`config.mk`:
```
export PLATFORM = sky130hd
export DESIGN_NAME = pid_antiwindup_step
export DESIGN_NICKNAME = d
export VERILOG_FILES = /design/src/hw/rtl/pas_pkg.sv /design/src/hw/rtl/pid_antiwindup_step.sv
export SDC_FILE = /design/constraint.sdc
export NUM_CORES = 2
export LEC_CHECK = 0
export BUFFER_PORTS_ARGS = -buffer_cell sky130_fd_sc_hd__buf_2
export CORE_MARGIN = 5
export CORE_UTILIZATION = 24
export DETAILED_ROUTE_END_ITERATION = 7
export HOLD_SLACK_MARGIN = 0.05
export PLACE_DENSITY_LB_ADDON = 0.08
export SLEW_MARGIN = 30
export SYNTH_ARGS = -nofsm -noshare
export SYNTH_HDL_FRONTEND = slang
export SYNTH_SLANG_ARGS = --single-unit
```
`constraint.sdc`:
```
create_clock -name clk_i -period 18 [get_ports clk_i]
set_input_delay 0.9 -clock clk_i [delete_from_list [all_inputs] [get_ports clk_i]]
set_output_delay 0.9 -clock clk_i [all_outputs]
set_load 0.01 [all_outputs]
```
`src/hw/rtl/pas_pkg.sv`:
```
// Types and constants of the PID step block
package pas_pkg;

  localparam int unsigned SigW   = 32;
  localparam int unsigned FracW  = 16;
  localparam int unsigned DtW    = 24;
  localparam int unsigned IntegW = 48;
  localparam int unsigned CfgIdxW = 3;

  typedef enum logic [CfgIdxW-1:0] {
    CFG_GAIN_PROP     = 3'd0,
    CFG_GAIN_INTEG    = 3'd1,
    CFG_GAIN_DERIV    = 3'd2,
    CFG_DRIVE_FLOOR   = 3'd3,
    CFG_DRIVE_CEILING = 3'd4
  } cfg_idx_e;

  typedef struct packed {
    logic signed [SigW-1:0] setpoint;
    logic signed [SigW-1:0] measured;
    logic [DtW-1:0]         step_time;
    logic                   restart;
  } in_t;

  typedef struct packed {
    logic signed [SigW-1:0] drive;
    logic signed [SigW-1:0] error_now;
    logic                   integral_frozen;
    logic                   saturated;
  } out_t;

endpackage

```
`src/hw/rtl/pid_antiwindup_step.sv`:
```
// PID step with conditional-integration anti-windup, bit-serial arithmetic
//
//   channel  | signals                            | direction
//   ---------+------------------------------------+----------
//   input    | in_valid_i in_stall_o in_data_i    | in
//   result   | out_valid_o out_stall_i out_data_o | out
//   config   | cfg_we_i cfg_idx_i cfg_data_i      | in
//
// One transaction at a time. A restart goes straight to the result. Otherwise the
// error is formed, the radix-2 divider runs when step_time is nonzero, the products
// run one after another on the shared shift-add multiplier (2 products with
// integration off, 7 with it on), and a final step sets drive and integral.
// Reset clears control, state and limits to their reset values.
// A stalled result waits in the output register; the next input is taken meanwhile.
module pid_antiwindup_step (
  input  logic                          clk_i,
  input  logic                          rst_ni,
  input  logic                          in_valid_i,
  output logic                          in_stall_o,
  input  pas_pkg::in_t                  in_data_i,
  output logic                          out_valid_o,
  input  logic                          out_stall_i,
  output pas_pkg::out_t                 out_data_o,
  input  logic                          cfg_we_i,
  input  logic [pas_pkg::CfgIdxW-1:0]   cfg_idx_i,
  input  logic [pas_pkg::SigW-1:0]      cfg_data_i
);

  localparam int unsigned TermW = 63;
  localparam int unsigned ProdW = 64;
  localparam int unsigned NumW  = 49;
  localparam logic signed [ProdW-1:0] TermLim = 64'sh2000_0000_0000_0000;

  typedef enum logic [3:0] {
    S_IDLE, S_ERR, S_DLOAD, S_DIV, S_MLOAD, S_MUL, S_MSTORE, S_FIN, S_DONE
  } state_e;

  typedef enum logic [2:0] {
    OP_KP_E, OP_KD_D, OP_E_DT, OP_KI_HI, OP_KI_LO, OP_KI_CAND_HI, OP_KI_CAND_LO
  } op_e;

  state_e state_q;
  pas_pkg::in_t  in_q;
  pas_pkg::out_t res_q, out_q;
  logic out_valid_q;

  logic signed [31:0] kp_q, ki_q, kd_q, floor_q, ceil_q;
  logic signed [31:0] last_err_q, e_q, d_q;
  logic signed [47:0] integ_q, cand_q, tp_q, td_q;
  logic signed [TermW-1:0] hi_q, ti_cur_q, ti_cand_q;
  logic integ_en_q;
  op_e op_q;
  logic [5:0] cnt_q;

  logic [31:0] mul_a_q, mul_b_q;
  logic [ProdW-1:0] mul_acc_q;
  logic mul_neg_q;

  logic [NumW-1:0] div_n_q;
  logic [23:0] div_r_q;
  logic div_neg_q;

  function automatic logic signed [TermW-1:0] sat_term(logic signed [ProdW-1:0] x);
    logic signed [ProdW-1:0] y;
    y = (x > TermLim) ? TermLim : ((x < -TermLim) ? -TermLim : x);
    return y[TermW-1:0];
  endfunction

  function automatic logic [31:0] mag32(logic signed [31:0] x);
    return x[31] ? 32'(-x) : 32'(x);
  endfunction

  // operand selection for the shared multiplier
  logic signed [31:0] opa, opb;
  always_comb begin
    case (op_q)
      OP_KP_E:       begin opa = kp_q; opb = e_q; end
      OP_KD_D:       begin opa = kd_q; opb = d_q; end
      OP_E_DT:       begin opa = e_q;  opb = {8'b0, in_q.step_time}; end
      OP_KI_HI:      begin opa = ki_q; opb = integ_q[47:16]; end
      OP_KI_LO:      begin opa = ki_q; opb = {16'b0, integ_q[15:0]}; end
      OP_KI_CAND_HI: begin opa = ki_q; opb = cand_q[47:16]; end
      OP_KI_CAND_LO: begin opa = ki_q; opb = {16'b0, cand_q[15:0]}; end
      default:       begin opa = '0;   opb = '0; end
    endcase
  end

  logic [32:0] mul_sum;
  logic signed [ProdW-1:0] prod;
  logic signed [47:0] prod_fl;
  logic signed [48:0] cand_sum;
  logic signed [ProdW-1:0] term_sum;
  assign mul_sum  = {1'b0, mul_acc_q[63:32]} + (mul_b_q[0] ? {1'b0, mul_a_q} : 33'd0);
  assign prod     = mul_neg_q ? -$signed(mul_acc_q) : $signed(mul_acc_q);
  assign prod_fl  = prod[63:16];
  assign cand_sum = {integ_q[47], integ_q} + {prod_fl[47], prod_fl};
  assign term_sum = {{(ProdW-TermW){hi_q[TermW-1]}}, hi_q}
                  + {{(ProdW-48){prod_fl[47]}}, prod_fl};

  logic [24:0] div_try;
  logic div_ge;
  logic [NumW-1:0] div_q;
  assign div_try = {div_r_q, div_n_q[NumW-1]};
  assign div_ge  = div_try >= {1'b0, in_q.step_time};
  assign div_q   = {div_n_q[NumW-2:0], div_ge};

  logic signed [32:0] diff;
  logic [32:0] diff_mag;
  logic signed [32:0] err_full;
  assign diff     = {e_q[31], e_q} - {last_err_q[31], last_err_q};
  assign diff_mag = diff[32] ? 33'(-diff) : 33'(diff);
  assign err_full = {in_q.setpoint[31], in_q.setpoint} - {in_q.measured[31], in_q.measured};

  logic signed [ProdW-1:0] raw_cur, raw_cand, cl_cur, cl_cand, ceil_x, floor_x;
  assign ceil_x  = {{32{ceil_q[31]}}, ceil_q};
  assign floor_x = {{32{floor_q[31]}}, floor_q};
  assign raw_cur = {{16{tp_q[47]}}, tp_q} + {{16{td_q[47]}}, td_q}
                 + (integ_en_q ? {ti_cur_q[TermW-1], ti_cur_q} : 64'sd0);
  assign raw_cand = {{16{tp_q[47]}}, tp_q} + {{16{td_q[47]}}, td_q}
                  + {ti_cand_q[TermW-1], ti_cand_q};
  assign cl_cur  = (raw_cur > ceil_x) ? ceil_x : ((raw_cur < floor_x) ? floor_x : raw_cur);
  assign cl_cand = (raw_cand > ceil_x) ? ceil_x : ((raw_cand < floor_x) ? floor_x : raw_cand);

  logic accept;
  assign accept = (raw_cur == cl_cur) || (cl_cur >= ceil_x && e_q < 0)
               || (cl_cur <= floor_x && e_q > 0);

  always_ff @(posedge clk_i or negedge rst_ni) begin
    if (!rst_ni) begin
      state_q     <= S_IDLE;
      out_valid_q <= 1'b0;
      kp_q        <= '0;
      ki_q        <= '0;
      kd_q        <= '0;
      floor_q     <= 32'sh8000_0000;
      ceil_q      <= 32'sh7fff_ffff;
      last_err_q  <= '0;
      integ_q     <= '0;
      op_q        <= OP_KP_E;
      cnt_q       <= '0;
    end else begin
      if (cfg_we_i) begin
        case (cfg_idx_i)
          pas_pkg::CFG_GAIN_PROP:     kp_q    <= cfg_data_i;
          pas_pkg::CFG_GAIN_INTEG:    ki_q    <= cfg_data_i;
          pas_pkg::CFG_GAIN_DERIV:    kd_q    <= cfg_data_i;
          pas_pkg::CFG_DRIVE_FLOOR:   floor_q <= cfg_data_i;
          pas_pkg::CFG_DRIVE_CEILING: ceil_q  <= cfg_data_i;
          default: ;
        endcase
      end
      if (out_valid_q && !out_stall_i && state_q != S_DONE) out_valid_q <= 1'b0;

      case (state_q)
        S_IDLE: begin
          if (in_valid_i) begin
            in_q <= in_data_i;
            if (in_data_i.restart) begin
              last_err_q <= '0;
              integ_q    <= '0;
              res_q      <= '0;
              state_q    <= S_DONE;
            end else begin
              state_q <= S_ERR;
            end
          end
        end
        S_ERR: begin
          if (err_full[32] != err_full[31])
            e_q <= err_full[32] ? 32'sh8000_0000 : 32'sh7fff_ffff;
          else
            e_q <= err_full[31:0];
          integ_en_q <= (ki_q != 0) && (in_q.step_time != 0);
          state_q    <= S_DLOAD;
        end
        S_DLOAD: begin
          last_err_q <= e_q;
          op_q       <= OP_KP_E;
          if (in_q.step_time == 0) begin
            d_q     <= '0;
            state_q <= S_MLOAD;
          end else begin
            div_n_q   <= {diff_mag, 16'b0};
            div_r_q   <= '0;
            div_neg_q <= diff[32];
            cnt_q     <= 6'(NumW - 1);
            state_q   <= S_DIV;
          end
        end
        S_DIV: begin
          div_r_q <= div_ge ? 24'(div_try - {1'b0, in_q.step_time}) : 24'(div_try);
          div_n_q <= div_q;
          cnt_q   <= cnt_q - 6'd1;
          if (cnt_q == 0) begin
            if (div_neg_q)
              d_q <= (div_q > 49'h0_8000_0000) ? 32'sh8000_0000 : 32'(-div_q);
            else
              d_q <= (div_q > 49'h0_7fff_ffff) ? 32'sh7fff_ffff : div_q[31:0];
            state_q <= S_MLOAD;
          end
        end
        S_MLOAD: begin
          mul_a_q   <= mag32(opa);
          mul_b_q   <= mag32(opb);
          mul_neg_q <= opa[31] ^ opb[31];
          mul_acc_q <= '0;
          cnt_q     <= 6'd31;
          state_q   <= S_MUL;
        end
        S_MUL: begin
          mul_acc_q <= {mul_sum, mul_acc_q[31:1]};
          mul_b_q   <= {1'b0, mul_b_q[31:1]};
          cnt_q     <= cnt_q - 6'd1;
          if (cnt_q == 0) state_q <= S_MSTORE;
        end
        S_MSTORE: begin
          state_q <= S_MLOAD;
          case (op_q)
            OP_KP_E: begin tp_q <= prod_fl; op_q <= OP_KD_D; end
            OP_KD_D: begin
              td_q <= prod_fl;
              op_q <= OP_E_DT;
              if (!integ_en_q) state_q <= S_FIN;
            end
            OP_E_DT: begin
              if (cand_sum[48] != cand_sum[47])
                cand_q <= cand_sum[48] ? 48'sh8000_0000_0000 : 48'sh7fff_ffff_ffff;
              else
                cand_q <= cand_sum[47:0];
              op_q <= OP_KI_HI;
            end
            OP_KI_HI: begin hi_q <= sat_term(prod); op_q <= OP_KI_LO; end
            OP_KI_LO: begin ti_cur_q <= sat_term(term_sum); op_q <= OP_KI_CAND_HI; end
            OP_KI_CAND_HI: begin hi_q <= sat_term(prod); op_q <= OP_KI_CAND_LO; end
            OP_KI_CAND_LO: begin ti_cand_q <= sat_term(term_sum); state_q <= S_FIN; end
            default: state_q <= S_FIN;
          endcase
        end
        S_FIN: begin
          res_q.error_now <= e_q;
          if (!integ_en_q) begin
            integ_q               <= '0;
            res_q.drive           <= cl_cur[31:0];
            res_q.saturated       <= raw_cur != cl_cur;
            res_q.integral_frozen <= 1'b0;
          end else if (accept) begin
            integ_q               <= cand_q;
            res_q.drive           <= cl_cand[31:0];
            res_q.saturated       <= raw_cand != cl_cand;
            res_q.integral_frozen <= 1'b0;
          end else begin
            res_q.drive           <= cl_cur[31:0];
            res_q.saturated       <= raw_cur != cl_cur;
            res_q.integral_frozen <= 1'b1;
          end
          state_q <= S_DONE;
        end
        S_DONE: begin
          if (!out_valid_q || !out_stall_i) begin
            out_q       <= res_q;
            out_valid_q <= 1'b1;
            state_q     <= S_IDLE;
          end
        end
        default: state_q <= S_IDLE;
      endcase
    end
  end

  assign in_stall_o  = state_q != S_IDLE;
  assign out_valid_o = out_valid_q;
  assign out_data_o  = out_q;

endmodule

```
After elaboration in Yosys (flattened, before gate mapping)

Index checks and enable logic that the tools add are counted.

$add $sub $neg: 15
Multipliers: 0
Div/mod/pow operators: 0
$lt $le $gt $ge: 15
Equality and inequality tests: 33
Shift-type cells: 0
Mux-type cells: 63
Bitwise logic cells: 2
Reductions and logical operators: 54

Operator list:

| cell                                                                           | count |
|---|---|
| 32-bit 2-to-1 mux                                                              | 13 |
| 64-bit 2-to-1 mux                                                              | 6 |
| 48-bit 2-to-1 mux                                                              | 6 |
| 32-bit case mux with 7 select lines                                            | 1 |
| 32-bit case mux with 2 select lines                                            | 3 |
| 63-bit 2-to-1 mux                                                              | 3 |
| 66-bit 2-to-1 mux                                                              | 2 |
| 66-bit case mux with 2 select lines                                            | 1 |
| 64-bit by 32-bit > comparator with 1-bit output                                | 2 |
| 64-bit by 63-bit > comparator with 1-bit output, second input constant         | 2 |
| 64-bit by 32-bit less-than comparator with 1-bit output                        | 2 |
| 64-bit by 62-bit less-than comparator with 1-bit output, second input constant | 2 |
| 64-bit != test                                                                 | 2 |
| 32-bit case mux with 4 select lines                                            | 1 |
| 64-bit case mux with 2 select lines                                            | 1 |
| 48-bit by 48-bit adder with 49-bit output                                      | 2 |
| 49-bit case mux with 2 select lines                                            | 1 |
| 32-bit negator                                                                 | 3 |
| 48-bit case mux with 2 select lines                                            | 1 |
| 32-bit by 32-bit subtractor with 33-bit output                                 | 2 |
| 49-bit by 63-bit adder with 64-bit output                                      | 1 |
| 63-bit by 48-bit adder with 64-bit output                                      | 1 |
| 64-bit adder                                                                   | 1 |
| 64-bit equality test                                                           | 1 |
| other kinds (59)                                                               | 122 |

Register bits after elaboration: 1075
Bits in latches: 0
RAM bits: 0
Bits in read-only memories: 0
Bits of input ports: 129
Output and inout bits: 68
Logic and storage cells: 222
Memories kept: 0

Longest topological paths before layout

Word-level depth: 12
Gate-level depth with buffers: 71
Depth with buffers taken out: 65

Least setup slack after synthesis

OpenSTA, ideal clock, no wires.

Kind: reg2reg
From: register tp_q[0]
To: register integ_q[27]
Library setup time: 0.121 ns
Data arrival time: 12.745 ns
Required time: 17.879 ns
Slack: 5.134 ns
Cell stages (with the launch flop): 71
Buffers on the path: 6
Period minus slack after synthesis: 12.866 ns
Path through: edfxtp_1 -> ha_1 -> fa_1 -> a21o_1 -> a221o_1 -> o21ai_1 -> a2111oi_4 -> o21ai_1 -> o21ai_0 -> a21o_1 -> nand2_1 -> a21boi_0 -> o21ai_0 -> a21boi_0 -> o21ai_0 -> a21boi_0 -> o21ai_0 -> a21boi_0 -> [... 35 more ...] -> nand2b_1 -> a21oi_1 -> nor2b_1 -> o21ai_0 -> nand2b_1 -> a21oi_1 -> nor3_1 -> a2111oi_0 -> o21ai_0 -> a21o_1 -> a21oi_1 -> nor3_1 -> a21oi_1 -> o311ai_2 -> and3_1 -> buf_4 -> buf_6 -> a22o_1

Longest elaborated chain between the ends: 11
Elaborated cells between the ends (all ways): 15
Those cells by class: 2 x add/sub; 4 x order compare; 2 x eq/ne; 2 x mux; 5 x reduce/logical

RTL lines:

| element                                                        | RTL line                   | source |
|---|---|---|
| start, declared                                                | pid_antiwindup_step.sv:49  | `logic signed [47:0] integ_q, cand_q, tp_q, td_q;` |
| start signal, assigned                                         | pid_antiwindup_step.sv:219 | `OP_KP_E: begin tp_q <= prod_fl; op_q <= OP_KD_D; end` |
| 48-bit by 48-bit adder with 49-bit output (*)                  | pid_antiwindup_step.sv:117 | `assign raw_cur = {{16{tp_q[47]}}, tp_q} + {{16{td_q[47]}}, td_q}` |
| 64-bit adder (*)                                               | pid_antiwindup_step.sv:118 | `+ (integ_en_q ? {ti_cur_q[TermW-1], ti_cur_q} : 64'sd0);` |
| 64-bit by 32-bit less-than comparator with 1-bit output        | pid_antiwindup_step.sv:121 | `assign cl_cur = (raw_cur > ceil_x) ? ceil_x : ((raw_cur < floor_x) ? floor_x : raw_cur);` |
| 64-bit 2-to-1 mux (2 in a row)                                 | pid_antiwindup_step.sv:121 |  |
| 64-bit by 32-bit greater-or-equal comparator with 1-bit output | pid_antiwindup_step.sv:125 | `assign accept = (raw_cur == cl_cur) \|\| (cl_cur >= ceil_x && e_q < 0)` |
| 1-bit logical AND                                              | pid_antiwindup_step.sv:125 |  |
| 1-bit logical OR                                               | pid_antiwindup_step.sv:125 |  |
| 1-bit logical OR (*)                                           | pid_antiwindup_step.sv:126 | `\|\| (cl_cur <= floor_x && e_q > 0);` |
| 3-bit != test (no line) (*)                                    | n/a                        |  |
| 4-bit AND reduction (no line) (*)                              | n/a                        |  |
| end signal, assigned                                           | pid_antiwindup_step.sv:247 | `integ_q <= cand_q;` |
| end, declared                                                  | pid_antiwindup_step.sv:49  |  |

Every way passes the cells marked *; elsewhere a longest branch is shown, timed or not.
A chain may end at the register's enable or synchronous reset.

Worst setup path after layout

From: register tp_q[0]
To: register integ_q[31]

The elaborated chain is that of the path after synthesis.

==> metrics.txt <==
Finished Cell Area a little over 90000 sq um; vias in the first global route 63880; clk buf depth 4; CTS Buf Count 151; CTS tree yes; IR drop worst, VDD between 0.00009 and 0.0001 V; Worst-Skew Late Latency between 800 and 900 ps; DR vias/cell between 5 and 6; Max-slew headroom between 30% and 40%; I/O Buffers ~200; Worst Path Max Fanout 48; number of DRC markers in iteration 0 about 4500; Die X 581.6 microns; Crit Path Class reg -> reg; H-Tree Depth 4; HP Class in -> reg; Gate Count Post-Synth between 8000 and 9000; most numerous cell in the Yosys netlist edfxtp_1; Slew @ Worst Pin roughly 1000 ps; arrival time at the worst endpoint around 16000 ps; wire length of the first global-routing pass ~470 mm; # clock sinks roughly 1100; share of cells above drive strength 1 between 10% and 20%; DP Area around 85000 sq um; area of the multi-input gates 45050 sq um; status finished, final reports clean; distinct cell type count after synthesis 103; Data required, critical path between 15000 and 20000 ps; RSZ-0062 raised after global routing no; Post-Syn Area per Cell between 9 and 10 sq um; wire per inst approximately 25 microns; top cell type's share of synthesized area 31.45%; Setup violations, final 0; setup tns final 0 ps; Core ar. ~320000 sq um; Hold Slack roughly 220 ps; FMAX between 0.06 and 0.07 GHz; num ports about 200; fin crit share 85.98%; Storage cell area approximately 31000 sq um; CP max stage cell nor4_1; synth warn 0; Post-synth EDFFs slightly above 800; fill count around 34000; sequential share of the synthesized area between 30 and 40%; CTS resizes 0; Power Dens Cells 157.9 nW/um^2; reg-to-reg endpoint integ_q[31]; Routed Antenna Nets 0; fin worst setup slack between 2000 and 3000 ps; Final GP Congestion between 0.8 and 0.9; clk_skew about 100 ps; R2R Path Start tp_q[0]; CP peak stage delay just under 700 ps; crit-path most repeated cell a21oi_1; CTS root buf clkbuf_16; Startpoint Class register; ys async rst share a little under a quarter; Die Y between 500 and 600 microns; Initial Util between 20% and 30%; Synth area leader edfxtp_1; Slew Viols, Final 0; R2R depth 63; Commonest cells post-synth edfxtp_1 (821), ha_1 (792), a21oi_1 (679); vias 63990; Row Count between 200 and 250; global route total overflow 0; maxcap violations 0; Layout area overhead 15.37%; pin count of the biggest net entering global routing 68; gr usage total a little under a fifth; element type at the critical path end register; remaining routing DRC violations 0; setup repair bufs after CTS 0; reg-to-reg setup timing slack ~2500 ps; post-synthesis register bit count roughly 1100; CTS Hold Buffers Added 1; P_leak around 36 nW; pre-CTS setup slack ~2700 ps; Synth Cell Area 78400 sq um; hold depth 1; antenna violations before repair 42; hold_sp in_data_i[42]; most area-consuming cells after synthesis edfxtp_1 (31%), ha_1 (13%), dfrtp_1 (7.1%); clock slew seen by the registers of the worst setup and hold paths about 70 ps; Final Critical Period between 15000 and 20000 ps; final wirelength about 330 mm; syn_nets 9016; Final #Nets between 9000 and 10000; Detailed Place HPWL between 200 and 300 mm; TritonRoute pass-1 iters 5; Final Hold Fails 0; Die ar. ~340000 sq um; worst min-delay path endpoint in_q[42]; dominant synthesized flop cell edfxtp_1
cell usage in the layout, fill, tap and decap left out, types with 32 or more instances in the layout:
cell type / count
edfxtp_1: 821
ha_1: 792
a21oi_1: 677
nor2_1: 592
nand2_1: 585
o21ai_0: 535
inv_1: 396
xnor2_1: 358
dfrtp_1: 219
a21o_1: 208
buf_2: 195
buf_4: 186
and2_1: 183
xor2_1: 180
nand4_1: 163
mux2_2: 163
nor3_1: 158
clkbuf_16: 157
nand3_1: 146
nand2b_1: 113
nor2b_1: 111
mux2i_1: 90
and3_1: 89
a31oi_1: 88
o211ai_1: 85
a22o_1: 83
nor4_1: 69
or3_1: 67
o21a_1: 65
o31ai_1: 54
a211oi_1: 50
o21bai_1: 47
or2_2: 40
a21boi_0: 34
dfstp_2: 32
worst max-delay path, delay by kind of cell, from the launching register on:
family	cells	cell delay (ps)
buffers and inverters	3	990
XOR/XNOR	1	300
AND/OR/NAND/NOR	16	3410
AO/OA/AOI/OAI	38	8780
flip-flops	1	360
adder cells (fa/ha/maj)	5	1520
sequential cells by signal, summed over array words and instances, names as in the netlist, 49 cells and up:
signal	flops
in_q	88
out_data_o	66
res_q	66
mul_acc_q	64
hi_q	63
ti_cand_q	63
ti_cur_q	63
div_n_q	49
power by group:
group          switching [mW]  internal [mW]
Combinational            4.79           2.69
Sequential              0.394           3.38
Clock                    1.22           1.82
Total                    6.40           7.89
metrics by stage:
stage / std cells / util [%] / total power, mW
final: 12790 / 27.85 / 14.29
after global routing: 12780 / 27.84 / 15.32
after CTS: 12780 / 27.82 / 14.47
after detailed placement: 12510 / 26.31 / 11.32
after global placement: 12510 / 26.29 / 11.31
after floorplan: 8086 / - / 8.579
per-layer routing:
| layer | track usage, % | vias up | routed length, microns |
|---|---|---|---|
| met5 | 0 | - | 24 |
| met4 | 4.257 | 4 | 7933 |
| met3 | 1.986 | 317 | 11730 |
| met2 | 33.10 | 1224 | 161800 |
| met1 | 24.15 | 31810 | 144000 |
| li1 | - | 30630 | - |
area by class of cell:
class                           count  area share, %
Tap cell                         4325          5.983
Clock inverter                     72         0.8147
Antenna cell                       11        0.03043
Multi-Input combinational cell   6325          49.80
Sequential cell                  1075          34.34
Inverter                          399          1.661
Timing Repair Buffer              388          2.768
Clock buffer                      195          4.601
cells by family after synthesis:
| logic type | Yosys count | share of synthesized area [%] |
|---|---|---|
| compound gates | 2227 | 17.98 |
| fa+ha+maj | 812 | 13.01 |
| buf+inv | 686 | 3.410 |
| mux | 271 | 3.991 |
| xor+xnor | 558 | 6.392 |
| simple gates | 2457 | 15.61 |
| flops | 1075 | 39.60 |
worst max path at each step:
| stage | depth (start not counted) | startpoint | slack, ps | end |
|---|---|---|---|---|
| 2_1_floorplan | 70 | tp_q[0] | 5130 | integ_q[27] |
| 5_1_grt | 64 | tp_q[0] | 1200 | res_q[47] |
| 6_report | 63 | tp_q[0] | 2520 | integ_q[31] |
| 3_5_place_dp | 62 | tp_q[0] | 2680 | res_q[47] |
| 3_3_place_gp | 68 | tp_q[0] | 2650 | integ_q[21] |
| 4_1_cts | 62 | tp_q[0] | 2570 | res_q[47] |
Note: power is estimated with default switching activity, not from simulation.
